[src/hw/rtl/ptpd_pkg.sv]
// Package for the pressure trend phase detector.
// Holds field widths, register indexes, the shared multiplier command type and the
// sequencer states. It has no dependencies.
package ptpd_pkg;

    // Item field and configuration widths.
    localparam int SAMPLE_W    = 24;
    localparam int THRESH_W    = 23;
    localparam int CFG_DATA_W  = 24;
    localparam int CFG_INDEX_W = 1;

    // Configuration register indexes.
    localparam logic [CFG_INDEX_W-1:0] REG_MAGNITUDE_THRESHOLD = 1'b0;
    localparam logic [CFG_INDEX_W-1:0] REG_REFERENCE_LEVEL     = 1'b1;

    // Reset value of the threshold register: 10.0 in unsigned Q15.8.
    localparam logic [THRESH_W-1:0] THRESH_RESET = 23'd2560;

    // Signed difference of two samples and its magnitude.
    localparam int DIFF_W = SAMPLE_W + 1;
    localparam int MAG_W  = SAMPLE_W;

    // Shared multiplier operand, product and accumulator widths.
    localparam int MUL_A_W  = 32;
    localparam int MUL_B_W  = 25;
    localparam int MUL_P_W  = MUL_A_W + MUL_B_W;
    localparam int ACC_W    = 64;
    localparam int HI_SHIFT = 32;

    // Sum of up to 31 squared differences, each below 2^48.
    localparam int SUMSQ_W = 53;

    // Commands for the shared multiply-accumulate unit.
    typedef enum logic [2:0] {
        MAC_HOLD,
        MAC_CLEAR,
        MAC_LOAD,
        MAC_ACC,
        MAC_ACC_HI
    } t_mac_op;

    typedef struct packed {
        t_mac_op              op;
        logic [MUL_A_W-1:0]   a;
        logic [MUL_B_W-1:0]   b;
    } t_mac_req;

    // Sequencer states.
    typedef enum logic [3:0] {
        ST_IDLE,
        ST_DIFF,
        ST_PREP,
        ST_LHS_A,
        ST_LHS_B,
        ST_M2,
        ST_RHS_A,
        ST_RHS_B,
        ST_CMP,
        ST_DONE
    } t_state;

endpackage

[src/hw/rtl/ptpd_sample_if.sv]
// Input channel of the pressure trend phase detector: one pressure sample per item.
// Depends on ptpd_pkg for the sample width.
interface ptpd_sample_if;
    logic                                   valid;
    logic                                   ready;
    logic signed [ptpd_pkg::SAMPLE_W-1:0]   pressure_sample;

    modport source (output valid, output pressure_sample, input ready);
    modport sink   (input valid, input pressure_sample, output ready);
endinterface

[src/hw/rtl/ptpd_result_if.sv]
// Output channel of the pressure trend phase detector: one set of trend flags per item.
// Has no dependencies.
interface ptpd_result_if;
    logic valid;
    logic ready;
    logic window_ready;
    logic rising_detected;
    logic falling_detected;

    modport source (output valid, output window_ready, output rising_detected,
                    output falling_detected, input ready);
    modport sink   (input valid, input window_ready, input rising_detected,
                    input falling_detected, output ready);
endinterface

[src/hw/rtl/ptpd_window.sv]
// Circular sample store of the pressure trend phase detector.
// One write port and one registered read port; depends on ptpd_pkg for the sample width.
module ptpd_window #(
    parameter  int DEPTH = 10,
    localparam int AW    = $clog2(DEPTH)
) (
    input  logic                                   i_clk,
    input  logic                                   i_we,
    input  logic [AW-1:0]                          i_waddr,
    input  logic signed [ptpd_pkg::SAMPLE_W-1:0]   i_wdata,
    input  logic [AW-1:0]                          i_raddr,
    output logic signed [ptpd_pkg::SAMPLE_W-1:0]   o_rdata
);

    logic signed [ptpd_pkg::SAMPLE_W-1:0] r_mem [DEPTH];
    logic signed [ptpd_pkg::SAMPLE_W-1:0] r_rdata;

    // Write on demand; read every cycle with the data registered.
    always_ff @(posedge i_clk) begin
        if (i_we) begin
            r_mem[i_waddr] <= i_wdata;
        end
        r_rdata <= r_mem[i_raddr];
    end

    assign o_rdata = r_rdata;

endmodule

[src/hw/rtl/ptpd_mac.sv]
// Shared multiply-accumulate unit of the pressure trend phase detector.
// A 32 by 25 bit multiplier feeding a 64-bit accumulator; depends on ptpd_pkg.
module ptpd_mac (
    input  logic                              i_clk,
    input  ptpd_pkg::t_mac_req                i_req,
    output logic [ptpd_pkg::ACC_W-1:0]        o_acc
);

    localparam int AccW = ptpd_pkg::ACC_W;
    localparam int ProdW = ptpd_pkg::MUL_P_W;
    localparam int HiShift = ptpd_pkg::HI_SHIFT;

    logic [ProdW-1:0] w_prod;
    logic [AccW-1:0]  r_acc;
    logic [AccW-1:0]  n_acc;

    assign w_prod = ProdW'(i_req.a) * ProdW'(i_req.b);

    // Accumulator update; the high form adds the product shifted up by one word.
    always_comb begin
        n_acc = r_acc;
        unique case (i_req.op)
            ptpd_pkg::MAC_CLEAR:  n_acc = '0;
            ptpd_pkg::MAC_LOAD:   n_acc = AccW'(w_prod);
            ptpd_pkg::MAC_ACC:    n_acc = r_acc + AccW'(w_prod);
            ptpd_pkg::MAC_ACC_HI: n_acc = r_acc
                                        + {w_prod[AccW-HiShift-1:0], {HiShift{1'b0}}};
            default:              n_acc = r_acc;
        endcase
    end

    always_ff @(posedge i_clk) begin
        r_acc <= n_acc;
    end

    assign o_acc = r_acc;

endmodule

[src/hw/rtl/ptpd_ctrl.sv]
// Sequencer and datapath registers of the pressure trend phase detector.
// Walks the sample store, drives the shared multiply-accumulate unit and holds the
// result item; depends on ptpd_pkg, ptpd_sample_if and ptpd_result_if.
module ptpd_ctrl #(
    parameter  int WINDOW_DEPTH = 10,
    parameter  int MIN_FILL     = 5,
    localparam int AW           = $clog2(WINDOW_DEPTH)
) (
    input  logic                                   i_clk,
    input  logic                                   i_rst_n,
    ptpd_sample_if.sink                            i_sample,
    ptpd_result_if.source                          o_result,
    input  logic [ptpd_pkg::THRESH_W-1:0]          i_mag_threshold,
    input  logic signed [ptpd_pkg::SAMPLE_W-1:0]   i_ref_level,
    output logic                                   o_win_we,
    output logic [AW-1:0]                          o_win_waddr,
    output logic signed [ptpd_pkg::SAMPLE_W-1:0]   o_win_wdata,
    output logic [AW-1:0]                          o_win_raddr,
    input  logic signed [ptpd_pkg::SAMPLE_W-1:0]   i_win_rdata,
    output ptpd_pkg::t_mac_req                     o_mac_req,
    input  logic [ptpd_pkg::ACC_W-1:0]             i_mac_acc
);

    localparam int FW     = $clog2(WINDOW_DEPTH + 1);
    localparam int SW     = ptpd_pkg::SAMPLE_W;
    localparam int DW     = ptpd_pkg::DIFF_W;
    localparam int MW     = ptpd_pkg::MAG_W;
    localparam int MAW    = ptpd_pkg::MUL_A_W;
    localparam int MBW    = ptpd_pkg::MUL_B_W;
    localparam int QW     = ptpd_pkg::SUMSQ_W;
    localparam int AccW   = ptpd_pkg::ACC_W;
    localparam int HiS    = ptpd_pkg::HI_SHIFT;
    localparam int M2W    = 2 * FW;
    localparam bit MinOk  = (MIN_FILL <= WINDOW_DEPTH);
    localparam logic [AW-1:0] LastIdx   = AW'(WINDOW_DEPTH - 1);
    localparam logic [FW-1:0] DepthCnt  = FW'(WINDOW_DEPTH);
    localparam logic [FW-1:0] MinCnt    = FW'(MinOk ? MIN_FILL : 0);

    // Control state.
    ptpd_pkg::t_state r_state, n_state;
    logic [FW-1:0]    r_fill, n_fill;
    logic [AW-1:0]    r_base, n_base;
    logic [AW-1:0]    r_wptr, n_wptr;
    logic [AW-1:0]    r_rptr, n_rptr;
    logic [FW-1:0]    r_rcnt, n_rcnt;
    logic             r_rv, n_rv;
    logic             r_rfirst, n_rfirst;
    logic             r_dv, n_dv;
    logic             r_ovld, n_ovld;

    // Datapath registers.
    logic signed [SW-1:0] r_new, n_new;
    logic signed [SW-1:0] r_oldest, n_oldest;
    logic signed [SW-1:0] r_prev, n_prev;
    logic [MW-1:0]        r_absd, n_absd;
    logic [QW-1:0]        r_q, n_q;
    logic [MW-1:0]        r_abs_s, n_abs_s;
    logic                 r_pos, n_pos;
    logic                 r_neg, n_neg;
    logic                 r_far, n_far;
    logic [AccW-1:0]      r_lhs, n_lhs;
    logic [M2W-1:0]       r_m2, n_m2;
    logic [FW-1:0]        r_m, n_m;
    logic                 r_wready, n_wready;
    logic                 r_rise, n_rise;
    logic                 r_fall, n_fall;
    logic                 r_o_wready, n_o_wready;
    logic                 r_o_rise, n_o_rise;
    logic                 r_o_fall, n_o_fall;

    // Combinational helpers.
    logic                 w_accept;
    logic [AW-1:0]        w_base_inc;
    logic signed [DW-1:0] w_diff;
    logic signed [DW-1:0] w_sum;
    logic signed [DW-1:0] w_dist;
    logic [MW-1:0]        w_abs_sum;
    logic [MW-1:0]        w_abs_dist;
    logic [FW:0]          w_two_m1;

    assign i_sample.ready   = (r_state == ptpd_pkg::ST_IDLE);
    assign w_accept         = i_sample.valid && i_sample.ready;
    assign o_result.valid            = r_ovld;
    assign o_result.window_ready     = r_o_wready;
    assign o_result.rising_detected  = r_o_rise;
    assign o_result.falling_detected = r_o_fall;

    assign w_base_inc = (r_base == LastIdx) ? '0 : r_base + 1'b1;

    // Successive difference, telescoped sum and distance from the reference.
    assign w_diff     = DW'(i_win_rdata) - DW'(r_prev);
    assign w_sum      = DW'(r_new) - DW'(r_oldest);
    assign w_dist     = DW'(i_ref_level) - DW'(r_oldest);
    assign w_abs_sum  = w_sum[DW-1]  ? MW'(-w_sum)  : MW'(w_sum);
    assign w_abs_dist = w_dist[DW-1] ? MW'(-w_dist) : MW'(w_dist);
    assign w_two_m1   = {r_m, 1'b0} - 1'b1;

    // Sample store ports.
    assign o_win_we    = w_accept;
    assign o_win_waddr = r_wptr;
    assign o_win_wdata = i_sample.pressure_sample;
    assign o_win_raddr = r_rptr;

    // Next state, datapath updates and multiplier commands.
    always_comb begin
        logic signed [DW-1:0] v_neg_diff;
        v_neg_diff = -w_diff;

        n_state    = r_state;
        n_fill     = r_fill;
        n_base     = r_base;
        n_wptr     = r_wptr;
        n_rptr     = r_rptr;
        n_rcnt     = r_rcnt;
        n_rv       = 1'b0;
        n_rfirst   = r_rfirst;
        n_dv       = 1'b0;
        n_ovld     = r_ovld;
        n_new      = r_new;
        n_oldest   = r_oldest;
        n_prev     = r_prev;
        n_absd     = r_absd;
        n_q        = r_q;
        n_abs_s    = r_abs_s;
        n_pos      = r_pos;
        n_neg      = r_neg;
        n_far      = r_far;
        n_lhs      = r_lhs;
        n_m2       = r_m2;
        n_m        = r_m;
        n_wready   = r_wready;
        n_rise     = r_rise;
        n_fall     = r_fall;
        n_o_wready = r_o_wready;
        n_o_rise   = r_o_rise;
        n_o_fall   = r_o_fall;
        o_mac_req  = '{op: ptpd_pkg::MAC_HOLD, a: '0, b: '0};

        // The result register empties when the receiver takes the item.
        if (r_ovld && o_result.ready) begin
            n_ovld = 1'b0;
        end

        unique case (r_state)
            ptpd_pkg::ST_IDLE: begin
                if (w_accept) begin
                    n_new  = i_sample.pressure_sample;
                    n_wptr = (r_wptr == LastIdx) ? '0 : r_wptr + 1'b1;
                    if (r_fill == DepthCnt) begin
                        n_base = w_base_inc;
                        n_rptr = w_base_inc;
                        n_fill = r_fill;
                    end else begin
                        n_rptr = r_base;
                        n_fill = r_fill + 1'b1;
                    end
                    n_m      = n_fill - 1'b1;
                    n_wready = MinOk && (n_fill >= MinCnt);
                    n_rcnt   = '0;
                    if (n_wready) begin
                        o_mac_req.op = ptpd_pkg::MAC_CLEAR;
                        n_state      = ptpd_pkg::ST_DIFF;
                    end else begin
                        n_rise  = 1'b0;
                        n_fall  = 1'b0;
                        n_state = ptpd_pkg::ST_DONE;
                    end
                end
            end

            ptpd_pkg::ST_DIFF: begin
                // Issue reads oldest to newest.
                if (r_rcnt != r_fill) begin
                    n_rptr   = (r_rptr == LastIdx) ? '0 : r_rptr + 1'b1;
                    n_rcnt   = r_rcnt + 1'b1;
                    n_rv     = 1'b1;
                    n_rfirst = (r_rcnt == '0);
                end
                // Take read data: the oldest sample, or one more difference.
                if (r_rv) begin
                    n_prev = i_win_rdata;
                    if (r_rfirst) begin
                        n_oldest = i_win_rdata;
                    end else begin
                        n_absd = w_diff[DW-1] ? MW'(v_neg_diff) : MW'(w_diff);
                        n_dv   = 1'b1;
                    end
                end
                // Square and add one difference.
                if (r_dv) begin
                    o_mac_req = '{op: ptpd_pkg::MAC_ACC, a: MAW'(r_absd), b: MBW'(r_absd)};
                end
                if (r_rcnt == r_fill && !r_rv && !r_dv) begin
                    n_state = ptpd_pkg::ST_PREP;
                end
            end

            ptpd_pkg::ST_PREP: begin
                n_q     = i_mac_acc[QW-1:0];
                n_abs_s = w_abs_sum;
                n_neg   = w_sum[DW-1];
                n_pos   = !w_sum[DW-1] && (w_sum != '0);
                n_far   = w_abs_dist > MW'(i_mag_threshold);
                n_state = ptpd_pkg::ST_LHS_A;
            end

            ptpd_pkg::ST_LHS_A: begin
                // |S| * (2m - 1)
                o_mac_req = '{op: ptpd_pkg::MAC_LOAD, a: MAW'(r_abs_s), b: MBW'(w_two_m1)};
                n_state   = ptpd_pkg::ST_LHS_B;
            end

            ptpd_pkg::ST_LHS_B: begin
                // |S| * (2m - 1) * |S|
                o_mac_req = '{op: ptpd_pkg::MAC_LOAD, a: i_mac_acc[MAW-1:0],
                              b: MBW'(r_abs_s)};
                n_state   = ptpd_pkg::ST_M2;
            end

            ptpd_pkg::ST_M2: begin
                n_lhs     = i_mac_acc;
                o_mac_req = '{op: ptpd_pkg::MAC_LOAD, a: MAW'(r_m), b: MBW'(r_m)};
                n_state   = ptpd_pkg::ST_RHS_A;
            end

            ptpd_pkg::ST_RHS_A: begin
                // Low word of Q times m squared.
                n_m2      = i_mac_acc[M2W-1:0];
                o_mac_req = '{op: ptpd_pkg::MAC_LOAD, a: r_q[MAW-1:0],
                              b: MBW'(i_mac_acc[M2W-1:0])};
                n_state   = ptpd_pkg::ST_RHS_B;
            end

            ptpd_pkg::ST_RHS_B: begin
                // High part of Q times m squared, added one word up.
                o_mac_req = '{op: ptpd_pkg::MAC_ACC_HI, a: MAW'(r_q[QW-1:HiS]),
                              b: MBW'(r_m2)};
                n_state   = ptpd_pkg::ST_CMP;
            end

            ptpd_pkg::ST_CMP: begin
                n_rise  = r_pos && r_far && (r_lhs > i_mac_acc);
                n_fall  = r_neg && r_far && (r_lhs > i_mac_acc);
                n_state = ptpd_pkg::ST_DONE;
            end

            ptpd_pkg::ST_DONE: begin
                // Hand the item over once the result register is free.
                if (!r_ovld || o_result.ready) begin
                    n_ovld     = 1'b1;
                    n_o_wready = r_wready;
                    n_o_rise   = r_rise;
                    n_o_fall   = r_fall;
                    n_state    = ptpd_pkg::ST_IDLE;
                end
            end

            default: begin
                n_state = ptpd_pkg::ST_IDLE;
            end
        endcase
    end

    // Control registers.
    always_ff @(posedge i_clk) begin
        if (!i_rst_n) begin
            r_state  <= ptpd_pkg::ST_IDLE;
            r_fill   <= '0;
            r_base   <= '0;
            r_wptr   <= '0;
            r_rptr   <= '0;
            r_rcnt   <= '0;
            r_rv     <= 1'b0;
            r_rfirst <= 1'b0;
            r_dv     <= 1'b0;
            r_ovld   <= 1'b0;
        end else begin
            r_state  <= n_state;
            r_fill   <= n_fill;
            r_base   <= n_base;
            r_wptr   <= n_wptr;
            r_rptr   <= n_rptr;
            r_rcnt   <= n_rcnt;
            r_rv     <= n_rv;
            r_rfirst <= n_rfirst;
            r_dv     <= n_dv;
            r_ovld   <= n_ovld;
        end
    end

    // Datapath registers.
    always_ff @(posedge i_clk) begin
        r_new      <= n_new;
        r_oldest   <= n_oldest;
        r_prev     <= n_prev;
        r_absd     <= n_absd;
        r_q        <= n_q;
        r_abs_s    <= n_abs_s;
        r_pos      <= n_pos;
        r_neg      <= n_neg;
        r_far      <= n_far;
        r_lhs      <= n_lhs;
        r_m2       <= n_m2;
        r_m        <= n_m;
        r_wready   <= n_wready;
        r_rise     <= n_rise;
        r_fall     <= n_fall;
        r_o_wready <= n_o_wready;
        r_o_rise   <= n_o_rise;
        r_o_fall   <= n_o_fall;
    end

endmodule

[src/hw/rtl/pressure_trend_phase_detector.sv]
// Pressure trend phase detector: top level with the configuration registers.
// Instantiates ptpd_window, ptpd_mac and ptpd_ctrl; depends on ptpd_pkg and the
// ptpd_sample_if and ptpd_result_if interfaces.
//
// Usage: i_sample carries one signed Q16.8 pressure sample per item; o_result
// returns one item per sample with window_ready, rising_detected and
// falling_detected. An item moves when valid and ready are both high.
// The configuration port writes magnitude_threshold (index 0) or reference_level
// (index 1) at any edge with i_cfg_we high; write only while no item is in flight.
// Timing: the block takes one sample at a time. Until MIN_FILL samples are held an
// item goes from acceptance through the done state back to ready. After that the
// window is walked through the single read port of the sample store, and all
// products go through one shared multiplier before the compare and done states.
// Reset empties the window and restores the register defaults (threshold 10.0,
// reference 0.0). A stalled receiver holds the result in the output register;
// the next sample is still accepted and computed, and waits only to be delivered.
module pressure_trend_phase_detector #(
    parameter int WINDOW_DEPTH = 10,
    parameter int MIN_FILL     = 5
) (
    input  logic                                   i_clk,
    input  logic                                   i_rst_n,
    ptpd_sample_if.sink                            i_sample,
    ptpd_result_if.source                          o_result,
    input  logic                                   i_cfg_we,
    input  logic [ptpd_pkg::CFG_INDEX_W-1:0]       i_cfg_index,
    input  logic [ptpd_pkg::CFG_DATA_W-1:0]        i_cfg_data
);

    localparam int AW = $clog2(WINDOW_DEPTH);
    localparam int TW = ptpd_pkg::THRESH_W;

    logic [TW-1:0]                        r_mag_threshold, n_mag_threshold;
    logic signed [ptpd_pkg::SAMPLE_W-1:0] r_ref_level, n_ref_level;

    logic                                 w_win_we;
    logic [AW-1:0]                        w_win_waddr;
    logic signed [ptpd_pkg::SAMPLE_W-1:0] w_win_wdata;
    logic [AW-1:0]                        w_win_raddr;
    logic signed [ptpd_pkg::SAMPLE_W-1:0] w_win_rdata;
    ptpd_pkg::t_mac_req                   w_mac_req;
    logic [ptpd_pkg::ACC_W-1:0]           w_mac_acc;

    // Configuration register writes.
    always_comb begin
        n_mag_threshold = r_mag_threshold;
        n_ref_level     = r_ref_level;
        if (i_cfg_we) begin
            unique case (i_cfg_index)
                ptpd_pkg::REG_MAGNITUDE_THRESHOLD: n_mag_threshold = i_cfg_data[TW-1:0];
                ptpd_pkg::REG_REFERENCE_LEVEL:     n_ref_level     = signed'(i_cfg_data);
                default: begin
                    n_mag_threshold = r_mag_threshold;
                end
            endcase
        end
    end

    always_ff @(posedge i_clk) begin
        if (!i_rst_n) begin
            r_mag_threshold <= ptpd_pkg::THRESH_RESET;
            r_ref_level     <= '0;
        end else begin
            r_mag_threshold <= n_mag_threshold;
            r_ref_level     <= n_ref_level;
        end
    end

    // Sample store.
    ptpd_window #(
        .DEPTH (WINDOW_DEPTH)
    ) u_window (
        .i_clk   (i_clk),
        .i_we    (w_win_we),
        .i_waddr (w_win_waddr),
        .i_wdata (w_win_wdata),
        .i_raddr (w_win_raddr),
        .o_rdata (w_win_rdata)
    );

    // Shared multiply-accumulate unit.
    ptpd_mac u_mac (
        .i_clk (i_clk),
        .i_req (w_mac_req),
        .o_acc (w_mac_acc)
    );

    // Sequencer.
    ptpd_ctrl #(
        .WINDOW_DEPTH (WINDOW_DEPTH),
        .MIN_FILL     (MIN_FILL)
    ) u_ctrl (
        .i_clk           (i_clk),
        .i_rst_n         (i_rst_n),
        .i_sample        (i_sample),
        .o_result        (o_result),
        .i_mag_threshold (r_mag_threshold),
        .i_ref_level     (r_ref_level),
        .o_win_we        (w_win_we),
        .o_win_waddr     (w_win_waddr),
        .o_win_wdata     (w_win_wdata),
        .o_win_raddr     (w_win_raddr),
        .i_win_rdata     (w_win_rdata),
        .o_mac_req       (w_mac_req),
        .i_mac_acc       (w_mac_acc)
    );

endmodule
[src/flat_wrapper.sv]
// flat-port wrapper written by rule: the top's interface ports become plain ports
module pressure_trend_phase_detector_flat 
#(
    parameter int WINDOW_DEPTH = 10,
    parameter int MIN_FILL     = 5
)
  (i_clk, i_rst_n, i_cfg_we, i_cfg_index, i_cfg_data, i_sample_valid, i_sample_pressure_sample, i_sample_ready, o_result_valid, o_result_window_ready, o_result_rising_detected, o_result_falling_detected, o_result_ready);
  ptpd_sample_if i_sample_i ();
  ptpd_result_if o_result_i ();
  input  logic i_clk;
  input  logic i_rst_n;
  input  logic i_cfg_we;
  input  logic [ptpd_pkg::CFG_INDEX_W-1:0] i_cfg_index;
  input  logic [ptpd_pkg::CFG_DATA_W-1:0] i_cfg_data;
  input wire logic [$bits(i_sample_i.valid)-1:0] i_sample_valid;
  input wire logic [$bits(i_sample_i.pressure_sample)-1:0] i_sample_pressure_sample;
  output wire logic [$bits(i_sample_i.ready)-1:0] i_sample_ready;
  output wire logic [$bits(o_result_i.valid)-1:0] o_result_valid;
  output wire logic [$bits(o_result_i.window_ready)-1:0] o_result_window_ready;
  output wire logic [$bits(o_result_i.rising_detected)-1:0] o_result_rising_detected;
  output wire logic [$bits(o_result_i.falling_detected)-1:0] o_result_falling_detected;
  input wire logic [$bits(o_result_i.ready)-1:0] o_result_ready;
  assign i_sample_i.valid = i_sample_valid;
  assign i_sample_i.pressure_sample = i_sample_pressure_sample;
  assign i_sample_ready = i_sample_i.ready;
  assign o_result_valid = o_result_i.valid;
  assign o_result_window_ready = o_result_i.window_ready;
  assign o_result_rising_detected = o_result_i.rising_detected;
  assign o_result_falling_detected = o_result_i.falling_detected;
  assign o_result_i.ready = o_result_ready;
  pressure_trend_phase_detector #(.WINDOW_DEPTH(WINDOW_DEPTH), .MIN_FILL(MIN_FILL)) u_core (.i_clk(i_clk), .i_rst_n(i_rst_n), .i_sample(i_sample_i), .o_result(o_result_i), .i_cfg_we(i_cfg_we), .i_cfg_index(i_cfg_index), .i_cfg_data(i_cfg_data));
endmodule
[config.mk]
export PLATFORM = sky130hd
export DESIGN_NAME = pressure_trend_phase_detector_flat
export DESIGN_NICKNAME = d
export VERILOG_FILES = /design/src/hw/rtl/ptpd_pkg.sv /design/src/hw/rtl/ptpd_sample_if.sv /design/src/hw/rtl/ptpd_result_if.sv /design/src/hw/rtl/ptpd_window.sv /design/src/hw/rtl/ptpd_mac.sv /design/src/hw/rtl/ptpd_ctrl.sv /design/src/hw/rtl/pressure_trend_phase_detector.sv /design/src/flat_wrapper.sv
export SDC_FILE = /design/constraint.sdc
export NUM_CORES = 2
export LEC_CHECK = 0
export BUFFER_PORTS_ARGS = -buffer_cell sky130_fd_sc_hd__buf_2
export CAP_MARGIN = 20
export CORE_MARGIN = 2
export CORE_UTILIZATION = 60
export CTS_CLUSTER_DIAMETER = 50
export DETAILED_ROUTE_END_ITERATION = 8
export PLACE_DENSITY = 0.84
export SLEW_MARGIN = 20
export SYNTH_ARGS = -nofsm -noshare
export SYNTH_HDL_FRONTEND = slang
export SYNTH_SLANG_ARGS = --single-unit
[constraint.sdc]
create_clock -name i_clk -period 13.5 [get_ports i_clk]
set_clock_uncertainty 0.2 [all_clocks]
set_input_delay 2.7 -clock i_clk [delete_from_list [all_inputs] [get_ports i_clk]]
set_output_delay 2.7 -clock i_clk [all_outputs]
set_load 0.02 [all_outputs]
* Yosys cells after proc, flatten, opt, wreduce, memory -nomap -nowiden
Memory sizes are Yosys's and may differ from the RTL's. A register that Yosys moved wholly into a read port is not among the register bits.
Cells that the tools add are included.
** Word-level totals
- Register bits after elaboration :: 397
- Memory bits (writable) :: 240
- Output and inout port bits :: 5
- Word-level logic and storage cells :: 149
- Memories kept :: 1
** Operators by class
- $add $sub $neg :: 15
- Multiply operators :: 1
- $lt $le $gt $ge :: 3
- Equal/unequal tests :: 24
- Multiplexer cells :: 38
- Bitwise logic cells :: 2
- Reductions and logical operators :: 34
** Memories
- u_core.u_window.r_mem :: words 10, width 24, rd ports 1, clocked after Yosys merged registers in 1, wr ports 1, line ptpd_window.sv:15 : logic signed [ptpd_pkg::SAMPLE_W-1:0] r_mem [DEPTH];
** Operator list (count)
- $pmux W57 S6 :: 1
- $pmux W64 S4 :: 1
- $sub A24 B24 Y25 :: 3
- $mux W24 :: 3
- $neg A24 Y24 :: 3
- $add A64 B57 Y64 :: 1
- $add A64 B64 Y64 :: 1
- $gt A64 B64 Y1 :: 1
- $mux W4 :: 15
- $mux W59 :: 1
- $mul A32 B25 Y57 :: 1
- $pmux W4 S10 :: 1
- $reduce_bool A25 Y1 :: 1
- $eq A4 B4 Y1 const B :: 6
- $gt A24 B23 Y1 :: 1
- $add A4 B1 Y4 const B :: 5
- $reduce_and A3 Y1 :: 6
- $eq A4 B3 Y1 const B :: 4
- $pmux W4 S2 :: 2
- $reduce_and A2 Y1 :: 7
- $pmux W3 S4 :: 1
- $mux W1 :: 11
- $logic_and A1 B1 Y1 :: 9
- $eq A4 B2 Y1 const B :: 2
- 19 further kinds :: 30

* Longest topological paths before layout
- Depth after elaboration :: 10
- Mapped depth :: 48
- Depth with buffers taken out :: 44

* By module
Synthesis repeated with hierarchy kept, for this count alone.
** Unflattened totals
- Cells, all modules :: 6446
- Area, all modules :: 63906.3 sq um
** By module, submodules not included
- ptpd_mac :: times used 1, cells each 3940, area an instance 33847.5 sq um
- ptpd_ctrl :: times used 1, cells each 1795, area an instance 18381.4 sq um
- ptpd_window :: times used 1, cells each 528, area an instance 9863.2 sq um
- pressure_trend_phase_detector :: times used 1, cells each 183, area an instance 1814.2 sq um

* Least setup slack after synthesis
Ideal clock, no wire load.
- Path type :: reg-to-reg
- From :: register u_core.u_ctrl.r_state[2]
- To :: register u_core.u_mac.r_acc[61] (netlist: u_core.u_mac.o_acc[61]) (data pin)
- Setup time :: 0.264 ns
- Arrival time :: 12.486 ns
- Data required time :: 13.036 ns
- Slack :: 0.550 ns
- Cell stages (with the launch flop) :: 40
- Buffers on the path :: 4
- Cells stage by stage :: dfxtp_1 -> clkbuf_1 -> nand2b_1 -> nor2_1 -> a22oi_1 -> nand3_1 -> clkbuf_1 -> nand2_1 -> fa_1 -> fa_1 -> fa_1 -> fa_1 -> inv_1 -> fa_1 -> fa_1 -> fa_1 -> ha_1 -> clkbuf_1 -> [4 not listed] -> a2111oi_0 -> nor2_1 -> o21bai_1 -> a21oi_1 -> xnor2_1 -> ha_1 -> clkbuf_1 -> nand3_1 -> nor3_1 -> nand3_1 -> inv_1 -> a311oi_1 -> a21oi_1 -> o221ai_1 -> o21ai_0 -> nand4_1 -> a32oi_1 -> o31ai_1
** Between the ends
- Cells in the longest elaborated chain, start to end :: 6
- Elaborated cells between the ends (all ways) :: 20
- Those cells by class :: add/sub (2); mul (1); eq/ne (10); mux (4); reduce/logical (3)
** RTL lines
- start: declaration :: line ptpd_ctrl.sv:40 : ptpd_pkg::t_state r_state, n_state;
- start signal: assignment :: line ptpd_ctrl.sv:267 : r_state <= ptpd_pkg::ST_IDLE;
- start signal: assignment :: line ptpd_ctrl.sv:278 : r_state <= n_state;
- branches (longest 5 deep; another with $add A64 B64 Y64)
- $pmux W64 S4 * :: line ptpd_mac.sv:22 : unique case (i_req.op)
- via u_core.u_mac.n_acc[61] :: line ptpd_mac.sv:15 : logic [AccW-1:0] n_acc;
- end signal: assignment :: line ptpd_mac.sv:33 : r_acc <= n_acc;
- end: declaration :: line ptpd_mac.sv:14 : logic [AccW-1:0] r_acc;
Mark *: on every way through the listed nets, which the timed path passes.
A chain may end at the register's enable or synchronous reset.

* Final worst setup path
- From :: register u_core.u_ctrl.r_state[3]
- To :: register u_core.u_mac.r_acc[61] (netlist: u_core.u_mac.o_acc[61]) (data pin)
Same word-level chain as after synthesis.

==> results <==
- The number of violations reported at the end of detailed-routing iteration 0 is 5139.
- The count of final setup violators is 0.
- The filler cells instantiated in the layout total 7857.
- For this run, the total global-route usage over all layers was measured as 0.367.
- The worst hold slack is 0.242 ns.
- The y dimension of the die is 325 µm.
- The class of the tightest hold or removal check is register to register.
- The flow ran to the end, but the final reports show violations.
- Of the cells placed in the final design, the portion with a size suffix greater than 1 is 0.0612.
- The initial antenna violation count is 6.
- The floorplan step set the die width to 325 µm.
- The area share of and/or/nand/nor cells after synthesis is 0.130.
- The critical path capture point type is a register.
- The main combinational cell family by area after synthesis is adder cells.
- Clock-pin slew was measured on the worst setup and hold paths at 0.06 ns.
- Of all nets on the critical path, the largest fanout is 22.
- The area of the core region is 0.102 mm².
- The top cell family by delay on the critical path is adder cells.
- The buffer depth of the longest clock path is 3.
- The number of distinct library cell variants in the gate-level netlist after synthesis is 90.
- Of the available clock period, the critical path in the final layout requires 0.962.
- The antenna violation net count after detailed routing is 0.
- The post-DP HPWL is 148000 µm.
- At the worst endpoint, the arrival time is 13.11 ns.
- VDD sags by at most 167 µV.
- The number of placed I/O pins is 59.
- TritonCTS built the clock tree.
- Of the total synthesized cell area, the portion taken by XOR and XNOR cells is 0.0363.
- The post-synth net total is 7458.
- The count of input and output buffers is 58.
- Summing every instance area after synthesis gives 0.0617 mm².
- The total count of hold-check failures in the final report was 0.
- The compound-cell area share of the yosys netlist is 0.119.
- After detailed routing, the number of remaining DRC violations is 2.
- The checks that failed: DRC.
- The worst path meets setup with 0.516 ns of slack.
- Summing over every cut layer, the via total after detailed routing is 48200.
- After synthesis the netlist holds a flip-flop and latch count of 661.
- The portion of netlist area occupied by mux cells is 0.0233.
- In the final layout, the multi-input gates occupy 0.0384 mm².
- After routing, the total negative slack on setup checks comes to 0 ns.
- Routability-driven placement finished with a final weighted congestion of 1.02.
- The number of maximum-capacitance violations is 0.
- For the worst setup path, the data required time is 13.63 ns.
- Hold repair after CTS inserted 0 buffers.
- The floorplan row count is 117.
- The final max-slew violation count is 0.
- In this design, the stage delay of the slowest critical-path cell is 0.77 ns.
- The fmax is 0.0770 GHz.
- Of the total synthesized cell area, the portion taken by full adders, half adders and majority gates is 0.313.
- The sequential cell area in the final layout is 0.0189 mm².
- Relative to the synthesized area, the layout overhead comes to 6.88%.
- Counting flops with a built-in enable in the synthesized netlist gives 562.
- The power density relative to cell area is 99.2 mW/mm².
- In this run the tightest slew margin relative to its limit is 0.195.
- In the synthesized netlist the dominant register cell turns out to be edfxtp_1.
- The global route total overflow is 0.
- After synthesis, the share of flip-flops with an asynchronous set or reset is 0.
- The number of global-route vias before repair is 49100.
- On the critical path, the stage with the largest delay is an instance of a2111oi_0.
- STA classifies the critical path startpoint as a register.
- After synthesis, the mean cell area works out to 9.86 µm².
- The share of the Yosys chip area taken by registers is 0.306.
- The first global-routing pass estimated 293000 µm of wire.
- At the pin with the least slew margin, the transition time is 1.21 ns.
- The area of the die is 0.105 mm².
- The most repeated library cell on the critical path is fa_1.
- The synthesized instance count is 6260.
- The routed via count divided by cell count is 6.30.
- The static leakage power is 0.0283 µW.
- The source-to-sink clock delay at the later pin of the worst-skew pair is 0.64 ns.
- The number of levels in the clock H-tree is 3.
- The tree built by TritonCTS fans out to 661 sinks.
- Counting the buffers created by CTS gives 70.
- For this run, the post-layout net count is 7415.
- The design draws 6540 µW.
- The category of the most critical setup path is register to register.
- The Yosys step of the flow raised 0 warnings.
- The detailed-routing iteration count for the pre-antenna-repair pass is 8.
- The worst setup slack before clock tree synthesis is 1.03 ns.
- Setup repair after global routing left no endpoint under its margin.
- The routed design could run at a clock period as short as 12.98 ns.
- The initial utilization of the core area, before any placement, comes to 0.606.
- Counting both buffers and inverters, the worst setup path holds a total of 4.
- The wire length after detailed routing is 192000 µm.
- Clock tree synthesis selected as its root buffer the cell clkbuf_16.
- The post-detailed-route wirelength per cell is 25.1 µm.
- The pin count of the biggest net entering global routing is 67.
## synthesized netlist by cell type, types with 18 or more instances
cell type,instances,share of area
inv_1,951,0.058
nand2_1,795,0.048
fa_1,663,0.22
edfxtp_1,562,0.27
nor2_1,503,0.031
ha_1,481,0.098
a21oi_1,265,0.021
clkbuf_1,238,0.014
o21ai_0,185,0.015
xnor2_1,164,0.023
a21o_1,129,0.016
dfxtp_1,99,0.032
xor2_1,92,0.013
nand3_1,82,0.0066
a22oi_1,77,0.0094
a21boi_0,65,0.0079
and2_1,62,0.0063
nand4_1,60,0.0061
a211oi_1,59,0.0072
nor3_1,58,0.0047
and3_1,57,0.0058
mux4_2,48,0.018
nor2b_1,48,0.0049
o21a_1,45,0.0055
a31oi_1,39,0.0040
o21bai_1,35,0.0043
nand2b_1,34,0.0034
mux2i_1,32,0.0052
o31ai_1,29,0.0035
buf_1,21,0.0013
or3_1,18,0.0018
## kinds of logic after synthesis
kind of cell / after synthesis
buf+inv: 1213
simple gates: 1804
compound gates: 1099
mux: 83
fa+ha+maj: 1144
flops: 661
xor+xnor: 256
## worst register-to-register path, delay by kind of cell, from the launching register on
family / cells / cell delay, ns
AOI/OAI and AO/OA: 12 / 3.40
xor gates and xnor gates: 1 / 0.53
adders and majority gates: 9 / 4.33
buffers and inverters: 4 / 0.97
DFF: 1 / 0.61
and+or+nand+nor: 12 / 2.64
## repair_timing
item	4_1_cts	5_1_grt
gates resized for setup	0	3
setup endpoints to repair	0	1
setup buffers	0	0
## cell usage in the layout (no fill, tap or decap), types with 32 or more instances in the layout
| master | instances |
|---|---|
| a21boi_0 | 65 |
| xor2_1 | 92 |
| o21ai_0 | 185 |
| nor2b_1 | 48 |
| nand4_1 | 60 |
| a22oi_1 | 74 |
| a211oi_1 | 59 |
| buf_4 | 87 |
| mux4_2 | 48 |
| clkbuf_16 | 71 |
| o21a_1 | 45 |
| ha_1 | 481 |
| a31oi_1 | 39 |
| and3_1 | 56 |
| and2_1 | 61 |
| nand2b_1 | 34 |
| dfxtp_1 | 96 |
| buf_2 | 58 |
| a21oi_1 | 265 |
| o21bai_1 | 35 |
| inv_1 | 951 |
| nand2_1 | 793 |
| xnor2_1 | 163 |
| edfxtp_1 | 562 |
| a21o_1 | 129 |
| fa_1 | 663 |
| nor3_1 | 52 |
| nand3_1 | 81 |
| nor2_1 | 492 |
| mux2i_1 | 32 |
## where the power goes
part / switching, µW / internal [µW]
Combinational: 1100 / 666
Clock: 894 / 1110
Sequential: 249 / 2510
## layer usage
layer	track usage	wire length, µm
met5	0	40
met4	0.204	12800
met3	0.0899	22200
met2	0.586	87700
met1	0.459	69600
## path summary, 6_finish.rpt
kind	startpoint	slack [ns]	cells after the start	end
setup / recovery	u_core.u_ctrl.r_state[3]$_SDFFE_PN0P_	0.52	38	u_core.u_mac.o_acc[61]$_DFFE_PN_
hold / removal	u_core.u_ctrl.r_rise$_SDFFCE_PP0P_	0.24	0	u_core.u_ctrl.o_result.rising_detected$_DFFE_PP_
setup reg to reg	u_core.u_ctrl.r_state[3]$_SDFFE_PN0P_	0.52	38	u_core.u_mac.o_acc[61]$_DFFE_PN_
hold reg to reg	u_core.u_ctrl.r_rise$_SDFFCE_PP0P_	0.24	0	u_core.u_ctrl.o_result.rising_detected$_DFFE_PP_
## stage by stage
stage          instance area (µm²)  std cells  utilization
6_report                     66000       7650        0.647
5_1_grt                      66000       7645        0.647
4_1_cts                      65900       7641        0.647
3_5_place_dp                 63500       7512        0.623
3_3_place_gp                 63500       7512        0.623
2_1_floorplan                61700       6260            -
## sequential cells by signal, indices dropped and copies added, names as in the netlist, 53 cells and up
register               count
u_core.u_window.r_mem    240
u_core.u_ctrl.r_q         53
u_core.u_ctrl.r_lhs       64
u_core.u_mac.o_acc        64
## layout make-up
cell class | count | share of cell area
antenna | 8 | 0.000303
clock buffer | 76 | 0.0274
clock inverter | 53 | 0.00903
inverter | 951 | 0.0541
multi-input combinational | 4386 | 0.582
sequential | 661 | 0.286
tap | 1368 | 0.0259
timing repair buffer | 147 | 0.0148
(Power assumes the default switching activity.)
